$ cat config.mk
export PLATFORM = sky130hd
export DESIGN_NAME = tpcv_orient
export DESIGN_NICKNAME = d
export VERILOG_FILES = /design/src/hw/rtl/tpcv_pkg.sv /design/src/hw/rtl/tpcv_orient.sv
export SDC_FILE = /design/constraint.sdc
export NUM_CORES = 2
export LEC_CHECK = 0
export ABC_AREA = 1
export BUFFER_PORTS_ARGS = -buffer_cell sky130_fd_sc_hd__buf_4
export CORE_MARGIN = 2
export CORE_UTILIZATION = 48
export CTS_CLUSTER_DIAMETER = 60
export DETAILED_ROUTE_END_ITERATION = 8
export PLACE_DENSITY = 0.76
export SLEW_MARGIN = 0
export SYNTH_ARGS = -nofsm -noshare
export SYNTH_HDL_FRONTEND = slang
export SYNTH_SLANG_ARGS = --single-unit
export TNS_END_PERCENT = 30
$ cat constraint.sdc
create_clock -name aclk -period 9.3 [get_ports aclk]
set_input_delay 0.93 -clock aclk [delete_from_list [all_inputs] [get_ports aclk]]
set_output_delay 0.93 -clock aclk [all_outputs]
set_load 0.01 [all_outputs]
$ cat src/hw/rtl/tpcv_pkg.sv
`default_nettype none

package tpcv_pkg;

    localparam int COORD_BITS = 16;
    localparam int DIFF_W     = COORD_BITS + 1;
    localparam int PROD_W     = 2 * DIFF_W;
    localparam int NUM_CAND   = 6;

    typedef logic signed [COORD_BITS-1:0] coord_t;
    typedef logic signed [DIFF_W-1:0]     diff_t;
    typedef logic signed [PROD_W-1:0]     prod_t;

    typedef struct packed {
        coord_t x;
        coord_t y;
    } point_t;

    typedef point_t [2:0] tri_t;

    // determinant kept as its two products, sign found by comparing them
    typedef struct packed {
        prod_t lhs;
        prod_t rhs;
    } det_prod_t;

    typedef struct packed {
        coord_t a0_x;
        coord_t a0_y;
        coord_t a1_x;
        coord_t a1_y;
        coord_t a2_x;
        coord_t a2_y;
        coord_t b0_x;
        coord_t b0_y;
        coord_t b1_x;
        coord_t b1_y;
        coord_t b2_x;
        coord_t b2_y;
    } in_word_t;

    typedef struct packed {
        coord_t point_x;
        coord_t point_y;
        logic   empty_res;
        logic   last;
    } out_word_t;

    function automatic diff_t sub_ext(coord_t a, coord_t b);
        return diff_t'(a) - diff_t'(b);
    endfunction

    // products of (p - r) x (q - r)
    function automatic det_prod_t det_prods(point_t p, point_t q, point_t r);
        diff_t     u;
        diff_t     v;
        diff_t     s;
        diff_t     t;
        det_prod_t d;
        u = sub_ext(p.x, r.x);
        v = sub_ext(q.y, r.y);
        s = sub_ext(q.x, r.x);
        t = sub_ext(p.y, r.y);
        d.lhs = prod_t'(u) * prod_t'(v);
        d.rhs = prod_t'(s) * prod_t'(t);
        return d;
    endfunction

    function automatic logic det_nonneg(det_prod_t d);
        return d.lhs >= d.rhs;
    endfunction

endpackage

`default_nettype wire

$ cat src/hw/rtl/tpcv_orient.sv
`default_nettype none

module tpcv_orient import tpcv_pkg::*; (
    input  wire logic     aclk,
    input  wire logic     en,
    input  wire logic     orient_first,
    input  wire in_word_t in_word,
    output tri_t          tri_a,
    output tri_t          tri_b
);

    tri_t      raw_a;
    tri_t      raw_b;
    tri_t      tri_a1_reg;
    tri_t      tri_b1_reg;
    det_prod_t prod_a_reg;
    det_prod_t prod_b_reg;
    tri_t      tri_a2_reg;
    tri_t      tri_b2_reg;
    logic      swap_a;
    logic      swap_b;

    always_comb begin
        raw_a[0] = '{x: in_word.a0_x, y: in_word.a0_y};
        raw_a[1] = '{x: in_word.a1_x, y: in_word.a1_y};
        raw_a[2] = '{x: in_word.a2_x, y: in_word.a2_y};
        raw_b[0] = '{x: in_word.b0_x, y: in_word.b0_y};
        raw_b[1] = '{x: in_word.b1_x, y: in_word.b1_y};
        raw_b[2] = '{x: in_word.b2_x, y: in_word.b2_y};
    end

    always_ff @(posedge aclk) begin
        if (en) begin
            tri_a1_reg <= raw_a;
            tri_b1_reg <= raw_b;
            prod_a_reg <= det_prods(raw_a[0], raw_a[1], raw_a[2]);
            prod_b_reg <= det_prods(raw_b[0], raw_b[1], raw_b[2]);
        end
    end

    // with orient_first set, clockwise or flat: swap vertices 0 and 1
    assign swap_a = orient_first && (prod_a_reg.lhs <= prod_a_reg.rhs);
    assign swap_b = orient_first && (prod_b_reg.lhs <= prod_b_reg.rhs);

    always_ff @(posedge aclk) begin
        if (en) begin
            tri_a2_reg <= swap_a ? {tri_a1_reg[2], tri_a1_reg[0], tri_a1_reg[1]} : tri_a1_reg;
            tri_b2_reg <= swap_b ? {tri_b1_reg[2], tri_b1_reg[0], tri_b1_reg[1]} : tri_b1_reg;
        end
    end

    assign tri_a = tri_a2_reg;
    assign tri_b = tri_b2_reg;

endmodule

`default_nettype wire

# Word-level counts from Yosys, hierarchy flattened
# Index checks and enable logic that the tools add are counted.
dict set report word_totals {
  ff_bits 520
  word_cells 46
}
dict set report classes {
  add_sub_neg 8
  multipliers 4
  magnitude_cmp 2
  muxes 2
  reduce_logical 2
}
# op count
set ops {}
lappend ops {{$mul 17x17->34} 4}
lappend ops {{$sub 16x16->17} 8}
lappend ops {{$mux 64} 2}
lappend ops {{$le 34x34->1} 2}
lappend ops {{$logic_and 1x1->1} 2}

# Logic depth before layout (Yosys ltp)
dict set report depth {
  ltp_word 3
  depth_mapped 40
}

# Worst setup path after synthesis
# OpenSTA, ideal clock, no wires.
dict set report synth_timing {
  path_type {input port to flip-flop}
  startpoint {input port in_word[48] (netlist name)}
  endpoint {register prod_b_reg[33] (netlist name), data pin}
  arrival_time_ns 7.337
  required_time_ns 9.048
  path_slack_ns 1.711
  path_stages 32
  path_buffers 1
  path_cell_list {inv_1 ha_1 fa_1 o21ai_1 nand2_1 o211ai_1 nand3_1 nand3_1 nand2_1 buf_2 nor2_1 inv_1 fa_1 inv_1 fa_1 inv_1 fa_1 inv_1 fa_1 inv_1 fa_1 inv_1 fa_1 ha_1 nand2_1 inv_1 a21boi_0 o211ai_1 a21oi_1 inv_1 nand2_1 nand2_1}
}
dict set report synth_via {
  elab_chain_cells 2
}
# element line_no
set synth_lines {}
lappend synth_lines {{start, declared} tpcv_orient.sv:7} ;# input wire in_word_t in_word,
lappend synth_lines {{$sub 16x16->17} tpcv_pkg.sv:50} ;# return diff_t'(a) - diff_t'(b);
lappend synth_lines {{$mul 17x17->34} tpcv_pkg.sv:65} ;# d.rhs = prod_t'(s) * prod_t'(t);
lappend synth_lines {{end signal, assigned} tpcv_orient.sv:37} ;# prod_b_reg <= det_prods(raw_b[0], raw_b[1], raw_b[2]);
lappend synth_lines {{end, declared} tpcv_orient.sv:17} ;# det_prod_t prod_b_reg;
# No other way between the ends.
# A chain may end at the register's enable or synchronous reset.

# Worst setup path after layout
dict set report layout_timing {
  startpoint {input port in_word[16] (netlist name)}
  endpoint {register prod_b_reg[33] (netlist name), data pin}
}
# The elaborated chain is that of the path after synthesis.

==> impl_summary.md <==
Global routing
The via count of the first global-routing pass is 56.41k. Entering global routing, the biggest net connects ~190 pins. In the global route stage, met2 resource usage came out at 0.4630.

For this run, global-route usage on met3 was measured as 0.06959. The total overflow left after global routing is 0. Across every metal layer, demand over resource in global routing totals 0.2773.

The most used routing layer in global routing is met2. The initial antenna violation count is 11. The global-route wire length before repair is 314.2 mm. In the global route stage, met1 resource usage came out at 0.3411.

Route
The first detailed-routing pass ran for 6 iterations. The total wire length is 200.3 mm. The count of nets left with antenna violations once routing finished came out at 0. For this run, design rule violations remaining after detail routing come to 0. The number of DRC markers in iteration 0 is 4394. In the routed layout, each cell is associated on average with a via count of ~5.3. Dividing the detail-routed wire length by the instance count gives approximately 20 um. The routed layout has about 53k vias.

Die
For this configuration, the core starts out at a cell density of 0.4836. The die covers between 0.1 and 0.15 mm^2. The number of placement rows is about 140. The die extent in x is slightly below 400 um.

The I/O pin total is about 390. The standard cell core area is between 0.1 and 0.15 mm^2. The die outline height is between 300 and 400 um.

Logic synthesis
The Yosys warning count is 0. For this run, the leading register cell type out of synthesis is edfxtp_1. The number of different library cells used by synthesis comes to 52.

The share of the Yosys chip area taken by registers is 0.2250. Counting every net in the synthesized netlist gives ~9.5k. After synthesis the cells add up to a little under 0.07 mm^2.

The number of enable flip-flop cells after synthesis is 520. The gate count after technology mapping is between 7k and 8k. In this run, synthesis produced a sequential element count of 520. After synthesis, the mean cell area works out to between 9 and 10 um^2. Counting flops with an async set or reset pin after synthesis yields a share of 0.

Final layout
After the last flow step, the layout net total stands at approximately 10k. The number of inserted filler cells in the final layout is between 10k and 15k. The top cell types in the final layout, fill and taps aside, are inv_1 (1705), nand2_1 (1497), fa_1 (1194), nor2_1 (757), ha_1 (534). The most common cell after layout, fill and taps aside is inv_1.

The ratio of cells with drive above 1 in the final layout is 0.08858. Compared with the post-synthesis result, the final layout area differs by 11.05%.

STA
Dividing the final minimum period by the clock period gives 0.8850. The worst clock skew is 0.01840 ns. The final period demand of the worst path is 8.231 ns. Measured against its own limit, the worst slew margin works out to 0.2231.

The number of max-slew violations in the final report was 0. The number of hold violations in the final report was 0. Derived from the worst setup path, the maximum achievable clock frequency is 121.5 MHz. At the pin with the least slew margin, the transition time is roughly 1.2 ns.

The number of setup violations in the final report is 0. Setup repair after global routing left no endpoint under its margin. The accumulated negative setup slack is 0 ns.

Run
The max-cap violation count is 0.

Clock tree
The maximum root-to-sink buffer count is 3. Clock-pin slew was measured on the worst setup and hold paths at ~0.06 ns. The post-cts gate resize count is 0. For this design, the CTS-stage hold fixing added 0 buffers. The CTS tree is done. The clock tree synthesis step divided the H-tree into 2 levels.

Once the clock tree was built, the setup fixing pass inserted 0 buffers. For the worst-skew pair, the clock arrives at the later sink with an insertion delay of approximately 0.68 ns. The clock tree root driver cell is clkbuf_16. The total clock buffers created by CTS is 60. The TritonCTS sink count is 520.

Place
The half-perimeter wire length after placement is ~170 mm. The count of buffers added on input and output ports is around 390. Routability-driven placement finished with a final weighted congestion of 0.9756.

Critical path
The worst setup path is of the primary input to register kind. Along the worst path, the maximum fanout reaches 13. At the worst endpoint, the arrival time is 8.67 ns.

The critical path's top delay family is adder cells. The launch instance of the worst register-to-register path is prod_b_reg[33]$_DFFE_PP_. The worst setup path is launched from a primary input. Counting both buffers and inverters, the worst setup path holds a total of 9. Setup slack on the worst reg-to-reg path comes out at 5.20 ns.

Counting cells, the worst reg-to-reg path comes to 12. The maximum cell stage delay along the critical path is 0.73 ns. The worst path required time is between 9 and 10 ns. The kind of end point of the critical path is a register.

The endpoint of the lowest-slack register-to-register path is tri_b[20]$_DFFE_PP_. The most numerous cell type found on the critical path is inv_1. The largest individual stage delay along the critical path comes from the cell fa_1.

Hold path
The end point of the most critical hold path is tri_b[87]$_DFFE_PP_. The startpoint identified for the worst hold timing path is tri_b1_reg[87]$_DFFE_PP_. The type of the tightest min-delay check is register to register. The number of instances on the worst hold path is 0.

Run status
The flow ran to the end, and the final reports show no timing, DRC or antenna violations.
==> cells by family (layout without fill, tap and decap cells) <==
group | count (synthesis) | count (layout) | share of synthesized area
and+or+nand+nor | 2638 | 2638 | 0.1511
other | 0 | 5 | 0
DFF | 520 | 520 | 0.2250
adders and majority gates | 1728 | 1728 | 0.4407
AOI/OAI and AO/OA | 560 | 560 | 0.04612
xor gates and xnor gates | 228 | 228 | 0.03186
buffers and inverters | 1884 | 2375 | 0.1052
==> synthesized netlist by cell type, types with 25 or more instances <==
master / n / share of area
xnor2_1: 80 / 0.010
inv_1: 1705 / 0.092
clkbuf_1: 52 / 0.0028
nor3_1: 46 / 0.0033
xor2_1: 124 / 0.016
a21o_1: 31 / 0.0034
nand3_1: 270 / 0.019
fa_1: 1194 / 0.34
a21oi_1: 280 / 0.020
nand2_1: 1497 / 0.081
buf_2: 66 / 0.0048
nand4_1: 31 / 0.0028
o21ai_0: 125 / 0.0090
ha_1: 534 / 0.096
edfxtp_1: 520 / 0.23
nor2_1: 758 / 0.041
o21bai_1: 25 / 0.0027
==> per-stage QoR <==
step | cell area, um^2 | std cells | utilization | setup WS [ns] | hold WS (ns)
floorplan | 69390 | 7558 | - | 1.711 | 0.4003
global placement | 75030 | 9841 | 0.5230 | 0.5717 | 0.4004
detailed placement | 75030 | 9841 | 0.5230 | 0.4084 | 0.4045
CTS | 77050 | 9952 | 0.5370 | 1.125 | 0.3911
global route | 77050 | 9953 | 0.5370 | 0.6750 | 0.3943
finish | 77060 | 9957 | 0.5371 | 1.069 | 0.4170
==> layout make-up <==
type,instances,area [um^2],share of cell area
Multi-Input combinational cell,5154,46530,0.6038
Sequential cell,520,15620,0.2026
Inverter,1736,6516,0.08456
Timing Repair Buffer,528,3996,0.05186
Tap cell,1903,2381,0.03090
Clock buffer,68,1531,0.01987
Clock inverter,43,480.5,0.006235
Antenna cell,5,12.51,0.0001624
==> worst max path at each step <==
stage	startpoint	endpoint	depth (start not counted)
final	in_word[16]	prod_b_reg[33]$_DFFE_PP_	31
after global routing	in_word[16]	prod_b_reg[32]$_DFFE_PP_	29
after CTS	in_word[16]	prod_b_reg[33]$_DFFE_PP_	31
after detailed placement	in_word[16]	prod_b_reg[33]$_DFFE_PP_	31
after global placement	in_word[0]	prod_b_reg[24]$_DFFE_PP_	25
after floorplan	in_word[48]	prod_b_reg[33]$_DFFE_PP_	32
==> metal layers <==
layer	vias to the layer above	wire length, um
li1	23900	-
met4	18	10240
met3	532	19460
met5	-	119
met2	2402	95050
met1	26330	75490
Power is left out: the tool's default activity adds up to more than one toggle a clock period on the data nets, which glitch-free logic cannot reach.
