`config.mk`:
```
export PLATFORM = sky130hd
export DESIGN_NAME = tpcv_merge
export DESIGN_NICKNAME = d
export VERILOG_FILES = /design/src/hw/rtl/tpcv_pkg.sv /design/src/hw/rtl/tpcv_merge.sv
export SDC_FILE = /design/constraint.sdc
export NUM_CORES = 1
export LEC_CHECK = 0
export BUFFER_PORTS_ARGS = -buffer_cell sky130_fd_sc_hd__buf_2
export CAP_MARGIN = 20
export CORE_MARGIN = 2
export CORE_UTILIZATION = 55
export CTS_CLUSTER_DIAMETER = 60
export CTS_CLUSTER_SIZE = 40
export DETAILED_ROUTE_END_ITERATION = 7
export GPL_TIMING_DRIVEN = 1
export PLACE_DENSITY = 0.78
export REMOVE_ABC_BUFFERS = 1
export SYNTH_ARGS = -nofsm -noshare
export SYNTH_HDL_FRONTEND = slang
export SYNTH_SLANG_ARGS = --single-unit
```
`constraint.sdc`:
```
create_clock -name aclk -period 4 [get_ports aclk]
set_input_delay 0.6 -clock aclk [delete_from_list [all_inputs] [get_ports aclk]]
set_output_delay 0.6 -clock aclk [all_outputs]
set_load 0.1 [all_outputs]
```
`src/hw/rtl/tpcv_pkg.sv`:
```
`default_nettype none

package tpcv_pkg;

    localparam int COORD_BITS = 16;
    localparam int DIFF_W     = COORD_BITS + 1;
    localparam int PROD_W     = 2 * DIFF_W;
    localparam int NUM_CAND   = 6;

    typedef logic signed [COORD_BITS-1:0] coord_t;
    typedef logic signed [DIFF_W-1:0]     diff_t;
    typedef logic signed [PROD_W-1:0]     prod_t;

    typedef struct packed {
        coord_t x;
        coord_t y;
    } point_t;

    typedef point_t [2:0] tri_t;

    // determinant kept as its two products, sign found by comparing them
    typedef struct packed {
        prod_t lhs;
        prod_t rhs;
    } det_prod_t;

    typedef struct packed {
        coord_t a0_x;
        coord_t a0_y;
        coord_t a1_x;
        coord_t a1_y;
        coord_t a2_x;
        coord_t a2_y;
        coord_t b0_x;
        coord_t b0_y;
        coord_t b1_x;
        coord_t b1_y;
        coord_t b2_x;
        coord_t b2_y;
    } in_word_t;

    typedef struct packed {
        coord_t point_x;
        coord_t point_y;
        logic   empty_res;
        logic   last;
    } out_word_t;

    function automatic diff_t sub_ext(coord_t a, coord_t b);
        return diff_t'(a) - diff_t'(b);
    endfunction

    // products of (p - r) x (q - r)
    function automatic det_prod_t det_prods(point_t p, point_t q, point_t r);
        diff_t     u;
        diff_t     v;
        diff_t     s;
        diff_t     t;
        det_prod_t d;
        u = sub_ext(p.x, r.x);
        v = sub_ext(q.y, r.y);
        s = sub_ext(q.x, r.x);
        t = sub_ext(p.y, r.y);
        d.lhs = prod_t'(u) * prod_t'(v);
        d.rhs = prod_t'(s) * prod_t'(t);
        return d;
    endfunction

    function automatic logic det_nonneg(det_prod_t d);
        return d.lhs >= d.rhs;
    endfunction

endpackage

`default_nettype wire

```
`src/hw/rtl/tpcv_merge.sv`:
```
`default_nettype none

module tpcv_merge import tpcv_pkg::*; (
    input  wire logic                  aclk,
    input  wire logic                  aresetn,
    input  wire logic                  in_valid,
    output logic                       in_ready,
    input  wire point_t [NUM_CAND-1:0] in_pts,
    input  wire logic [NUM_CAND-1:0]   in_inside,
    output logic                       m_valid,
    input  wire logic                  m_ready,
    output out_word_t                  m_data
);

    logic [NUM_CAND-1:0]   keep;
    logic                  load;
    logic                  out_free;
    logic                  emit;
    logic [NUM_CAND-1:0]   pick;
    logic [NUM_CAND-1:0]   rem_after;
    logic                  is_last;
    point_t                pick_pt;

    logic                  buf_valid_reg;
    logic                  buf_valid_next;
    logic [NUM_CAND-1:0]   rem_reg;
    logic [NUM_CAND-1:0]   rem_next;
    point_t [NUM_CAND-1:0] pts_reg;
    logic                  m_valid_reg;
    logic                  m_valid_next;
    out_word_t             m_data_reg;
    out_word_t             m_data_next;

    // first occurrence wins among equal points
    always_comb begin
        for (int c = 0; c < NUM_CAND; c++) begin
            keep[c] = in_inside[c];
            for (int j = 0; j < c; j++) begin
                if (in_inside[j] && (in_pts[j] == in_pts[c])) begin
                    keep[c] = 1'b0;
                end
            end
        end
    end

    always_comb begin
        pick      = rem_reg & (~rem_reg + 1'b1);
        rem_after = rem_reg & ~pick;
        is_last   = (rem_after == '0);
        pick_pt   = '0;
        for (int c = 0; c < NUM_CAND; c++) begin
            if (pick[c]) begin
                pick_pt = pts_reg[c];
            end
        end
    end

    assign out_free = !m_valid_reg || m_ready;
    assign emit     = buf_valid_reg && out_free;
    assign in_ready = !buf_valid_reg || (emit && is_last);
    assign load     = in_valid && in_ready;

    always_comb begin
        buf_valid_next = buf_valid_reg;
        rem_next       = rem_reg;
        m_valid_next   = m_valid_reg;
        m_data_next    = m_data_reg;
        if (m_ready) begin
            m_valid_next = 1'b0;
        end
        if (emit) begin
            m_valid_next = 1'b1;
            rem_next     = rem_after;
            if (is_last) begin
                buf_valid_next = 1'b0;
            end
            if (rem_reg == '0) begin
                m_data_next = '{point_x: '0, point_y: '0, empty_res: 1'b1, last: 1'b1};
            end else begin
                m_data_next = '{point_x: pick_pt.x, point_y: pick_pt.y,
                                empty_res: 1'b0, last: is_last};
            end
        end
        if (load) begin
            buf_valid_next = 1'b1;
            rem_next       = keep;
        end
    end

    always_ff @(posedge aclk) begin
        if (!aresetn) begin
            buf_valid_reg <= 1'b0;
            m_valid_reg   <= 1'b0;
        end else begin
            buf_valid_reg <= buf_valid_next;
            m_valid_reg   <= m_valid_next;
        end
    end

    always_ff @(posedge aclk) begin
        rem_reg    <= rem_next;
        m_data_reg <= m_data_next;
        if (load) begin
            pts_reg <= in_pts;
        end
    end

    assign m_valid = m_valid_reg;
    assign m_data  = m_data_reg;

endmodule

`default_nettype wire

```
== Word level (Yosys, flattened, before mapping) ==
Index checks and enable logic that the tools add are counted.

* Memories kept: 0
* Input port bits: 202
* Bits in latches: 0
* ROM bits: 0
* Logic and storage cells: 96
* Register bits: 234
* Bits in writable memories: 0
* Output and inout bits: 36

* Shifts and indexed selects: 0
* Divide/modulo/power cells: 0
* Magnitude comparators: 0
* Multiplexer cells: 29
* $add $sub $neg: 1
* $mul: 0
* Reductions and logical operators: 28
* Bitwise logic cells: 4
* Equal/unequal tests: 15

{| class="wikitable"
|+ Operators by type and width
! kind !! number
|-
| 32-bit equality test || 15
|-
| 32-bit 2-to-1 mux || 6
|-
| 1-bit 2-to-1 mux || 20
|-
| 1-bit logical AND || 18
|-
| 6-bit AND || 2
|-
| 6-bit zero test || 2
|-
| 6-bit 2-to-1 mux || 2
|-
| 6-bit inverter || 2
|-
| 6-bit by 1-bit adder with 6-bit output, second input constant || 1
|-
| 2-bit nonzero test || 3
|-
| 1-bit zero test || 2
|-
| 1-bit logical OR || 2
|-
| 2-bit 2-to-1 mux || 1
|-
| 2-bit AND reduction || 1
|}

== Depth between registers and ports, before layout ==
* Word-level depth: 11
* Mapped depth: 8
* Depth with buffers taken out: 7

== Least setup slack after synthesis ==
OpenSTA, ideal clock, no wires.

* Path type: flip-flop to output port
* Start: register rem_reg[0]
* End: output port in_ready
* Data required time: 3,400 ps
* Buffers on the path: 1
* Setup slack: 756 ps
* Arrival time: 2,644 ps
* Stages on the path, launching flop included: 6
* Path through: edfxtp_1 -> buf_6 -> or4_4 -> a21oi_2 -> a21oi_1 -> o21ai_1

* Cells in the longest elaborated chain, start to end: 8

{| class="wikitable"
|+ RTL lines
! item !! RTL line !! source
|-
| start: declaration || tpcv_merge.sv:26 || <nowiki>logic [NUM_CAND-1:0] rem_reg;</nowiki>
|-
| start signal: assignment || tpcv_merge.sv:101 || <nowiki>rem_reg <= rem_next;</nowiki>
|-
| 6-bit inverter || tpcv_merge.sv:47 || <nowiki>pick = rem_reg & (~rem_reg + 1'b1);</nowiki>
|-
| 6-bit by 1-bit adder with 6-bit output || tpcv_merge.sv:47 ||
|-
| 6-bit AND || tpcv_merge.sv:47 ||
|-
| 6-bit inverter || tpcv_merge.sv:48 || <nowiki>rem_after = rem_reg & ~pick;</nowiki>
|-
| 6-bit AND * || tpcv_merge.sv:48 ||
|-
| 6-bit zero test * || tpcv_merge.sv:49 || <nowiki>is_last = (rem_after == '0);</nowiki>
|-
| 1-bit logical AND * || tpcv_merge.sv:60 || <nowiki>assign in_ready = !buf_valid_reg || (emit && is_last);</nowiki>
|-
| 1-bit logical OR * || tpcv_merge.sv:60 ||
|-
| end: declaration || tpcv_merge.sv:7 || <nowiki>output logic in_ready,</nowiki>
|}

Mark *: on every way between the ends. The rest lies on a longest branch, timed or not.

== Worst setup path after layout ==
* Start: register rem_reg[3]
* End: output port in_ready

The elaborated chain is that of the path after synthesis.

==> summary.md <==
| Metric | Value |
|---|---|
| Cells after synthesis | 1351 |
| CP bufs+invs | 2 |
| Critical-path maximum fanout | 33 |
| Top-count cell post-synth | xor2_1 |
| Number of antenna violations at the first check in global routing | 1 |
| Fill cells | 2106 |
| Vias per inst | 6.55 |
| Final count of hold timing violations | 0 |
| Total CTS buffers | 17 |
| RSZ-0062 raised after global routing | no |
| Fmax | 302 MHz |
| Gpl congestion | 1.13 |
| Synth Register Bits | 234 |
| Post-DP Area | 15500 sq um |
| WHS | 315 ps |
| Total core area | 26100 sq um |
| Cell Rows | 59 |
| Drt total wl | 59.5 mm |
| H-tree levels | 1 |
| Clk_skew | 26.6 ps |
| Crit path launch type | register |
| Design Area, Final | 16100 sq um |
| Dominant cell type by area after synthesis | edfxtp_1 |
| Hold Buf Count CTS | 0 |
| Clk root buf | clkbuf_16 |
| Max incr delay on CP | 470 ps |
| Sequential area share after synthesis | 48.1% |
| Drt first pass iters | 5 |
| Min-Delay Path Class | primary input to register |
| Wire length per cell | 34.1 um |
| Net Sw Frac | 37.9% |
| Pwr dens | 448 nW/um^2 |
| Die X | 167 um |
| Post-layout min period | 3310 ps |
| CTS resizes | 0 |
| Starting DRT DRC Count | 1852 |
| GRT Util Overall | 41.8% |
| Clk_lat worst skew | 520 ps |
| Layout overhead on the synthesized area | 10.5% |
| Sequential share of power | 43.3% |
| Fraction of registers with async set/reset | 0% |
| Fin crit share | 82.8% |
| Clk pwr share | 25.9% |
| Sw power | 2.73 mW |
| Global-route wire length before repair | 81.6 mm |
| Ys Warns | 0 |
| Post-synth EDFFs | 232 |
| Clock buffer depth | 3 |
| Die area | 27800 sq um |
| Initial core utilization | 55.9% |
| Setup-failing EPs final | 0 |
| Footprint of the multi-input gates | 6690 sq um |
| Largest net degree at the start of global routing | 70 |
| Setup Fix Bufs, Post-CTS | 0 |
| Residual DRC | 0 |
| Layout cell share with drive strength beyond 1 | 20.9% |
| Synth top cells by count | xor2_1, edfxtp_1, clkbuf_1 |
| Die Span Y | 167 um |
| Ys flop type | edfxtp_1 |
| Final nets | 1600 |
| Internal power | 4.49 mW |
| Max reg flops | 192 |
| Syn avg cell area | 10.8 sq um |
| Worst rel slew slack | 28.5% |
| Vias in the first global route | 10906 |
| Synthesized area | 14600 sq um |
| Leak | 5.82 nW |
| Crit-path slowest cell | edfxtp_1 |
| Crit path DAT | 2710 ps |
| Detail Route Antenna Nets | 0 |
| Setup_tns | 0 ps |
| # diodes | 0 |
| Critical path required time | 3400 ps |
| Final Max Slew Viols | 0 |
| Number of sinks on the clock net | 234 |
| MaxCap Viol Count | 0 |
| CP Capture Type | primary output |
| VDD IR max | 0.521 mV |
| Pin slew with the least headroom to its limit | 1070 ps |
| Synth area leaders | edfxtp_1, xor2_1, xnor2_1 |
| Worst Path Class, Setup | register to primary output |
| CTS tree | done |
| Clock transition at path regs | 90 ps |
| Outcome | finished, final reports clean |
| Delay-heaviest family, CP | buffers and inverters |
| Quantity of I/O buffers inserted on ports | 237 |
| Combinational share of power | 30.8% |
| Reg area | 7010 sq um |
| Top cell type's share of synthesized area | 47.8% |
| Via count | 11414 |
| HPWL after DPL | 45.3 mm |
| Io pins | 238 |
| Synth cell types | 41 |
| Crit-path cells | buf_4, or3_1, nor3_1, a21oi_1, o21ai_1, buf_2 |
| GRT Residual Overflow | 0 |
## routing by layer
metal,GRT usage [%],share of wire (%)
met3,6.70,11
met2,65.7,45
met4,15.7,4.9
met5,0,0
met1,58.8,39
## layout by cell type, fill, tap and decap left out, drive strengths merged
master and count:
nor2b 4, o41ai 4, xor2 317, or4 1, o21ai 9, clkinv 8
nor2 33, buf 255, o211ai 1, nand4 50, a21oi 36, dfxtp 2
o221ai 31, inv 10, nor3 20, maj3 1, or3 3, a221oi 1
nand2 35, mux2i 1, clkbuf 17, a21boi 1, nand3 23, edfxtp 232
xnor2 162, o2bb2ai 1, nor4 79, a22oi 61, o21a 1, o31ai 2
o311ai 1, and3 2, a211o 1, o22ai 3
## worst register-to-register path, delay by kind of cell, from the launching register on
family,cells,cell delay [ps]
AO/OA/AOI/OAI,2,570
buffers and inverters,3,1560
flip-flops,1,370
AND/OR/NAND/NOR,1,140
## power by group through the flow
| stage | registers [mW] | clock network (mW) | logic [mW] |
|---|---|---|---|
| 2_1_floorplan | 3.58 | 0 | 0.805 |
| 3_3_place_gp | 3.16 | 0 | 2.15 |
| 3_5_place_dp | 3.18 | 0 | 2.16 |
| 4_1_cts | 3.12 | 1.87 | 2.17 |
| 5_1_grt | 3.15 | 1.96 | 2.29 |
| 6_report | 3.13 | 1.87 | 2.22 |
## path summary, 6_finish.rpt
kind | start | endpoint | slack [ps] | cells past startpoint
worst max-delay path | rem_reg[3] | in_ready | 690 | 6
worst min-delay path | aresetn | m_valid | 310 | 2
worst max register to register | rem_reg[0] | pts_reg[157] | 1030 | 6
worst min register to register | pts_reg[24] | m_data[26] | 540 | 2
## cells by family after synthesis
kind of cell             after synthesis  synth area share [%]
adder cells (fa/ha/maj)                1                0.0687
buffers and inverters                233                  6.10
flip-flops                           234                  48.1
AO/OA/AOI/OAI                        153                  7.62
AND/OR/NAND/NOR                      250                  9.28
XOR/XNOR                             479                  28.8
multiplexers                           1                0.0687
## per-stage QoR
step	power, mW	setup slack, ps	std cells	util (%)
final	7.22	689	1743	61.8
after global routing	7.39	649	1743	61.8
after CTS	7.17	706	1743	61.8
after detailed placement	5.34	1100	1714	59.5
after global placement	5.32	1130	1714	59.5
after floorplan	4.38	75.0	1124	-
## cell type report
| class | instances | area share (%) |
|---|---|---|
| clock buffer | 17 | 2.64 |
| clock inverter | 12 | 1.13 |
| inverter | 6 | 0.171 |
| multi-input combinational | 884 | 41.5 |
| sequential | 234 | 43.5 |
| tap | 335 | 2.60 |
| timing repair buffer | 255 | 8.43 |
Note: power is estimated with default switching activity, not from simulation.
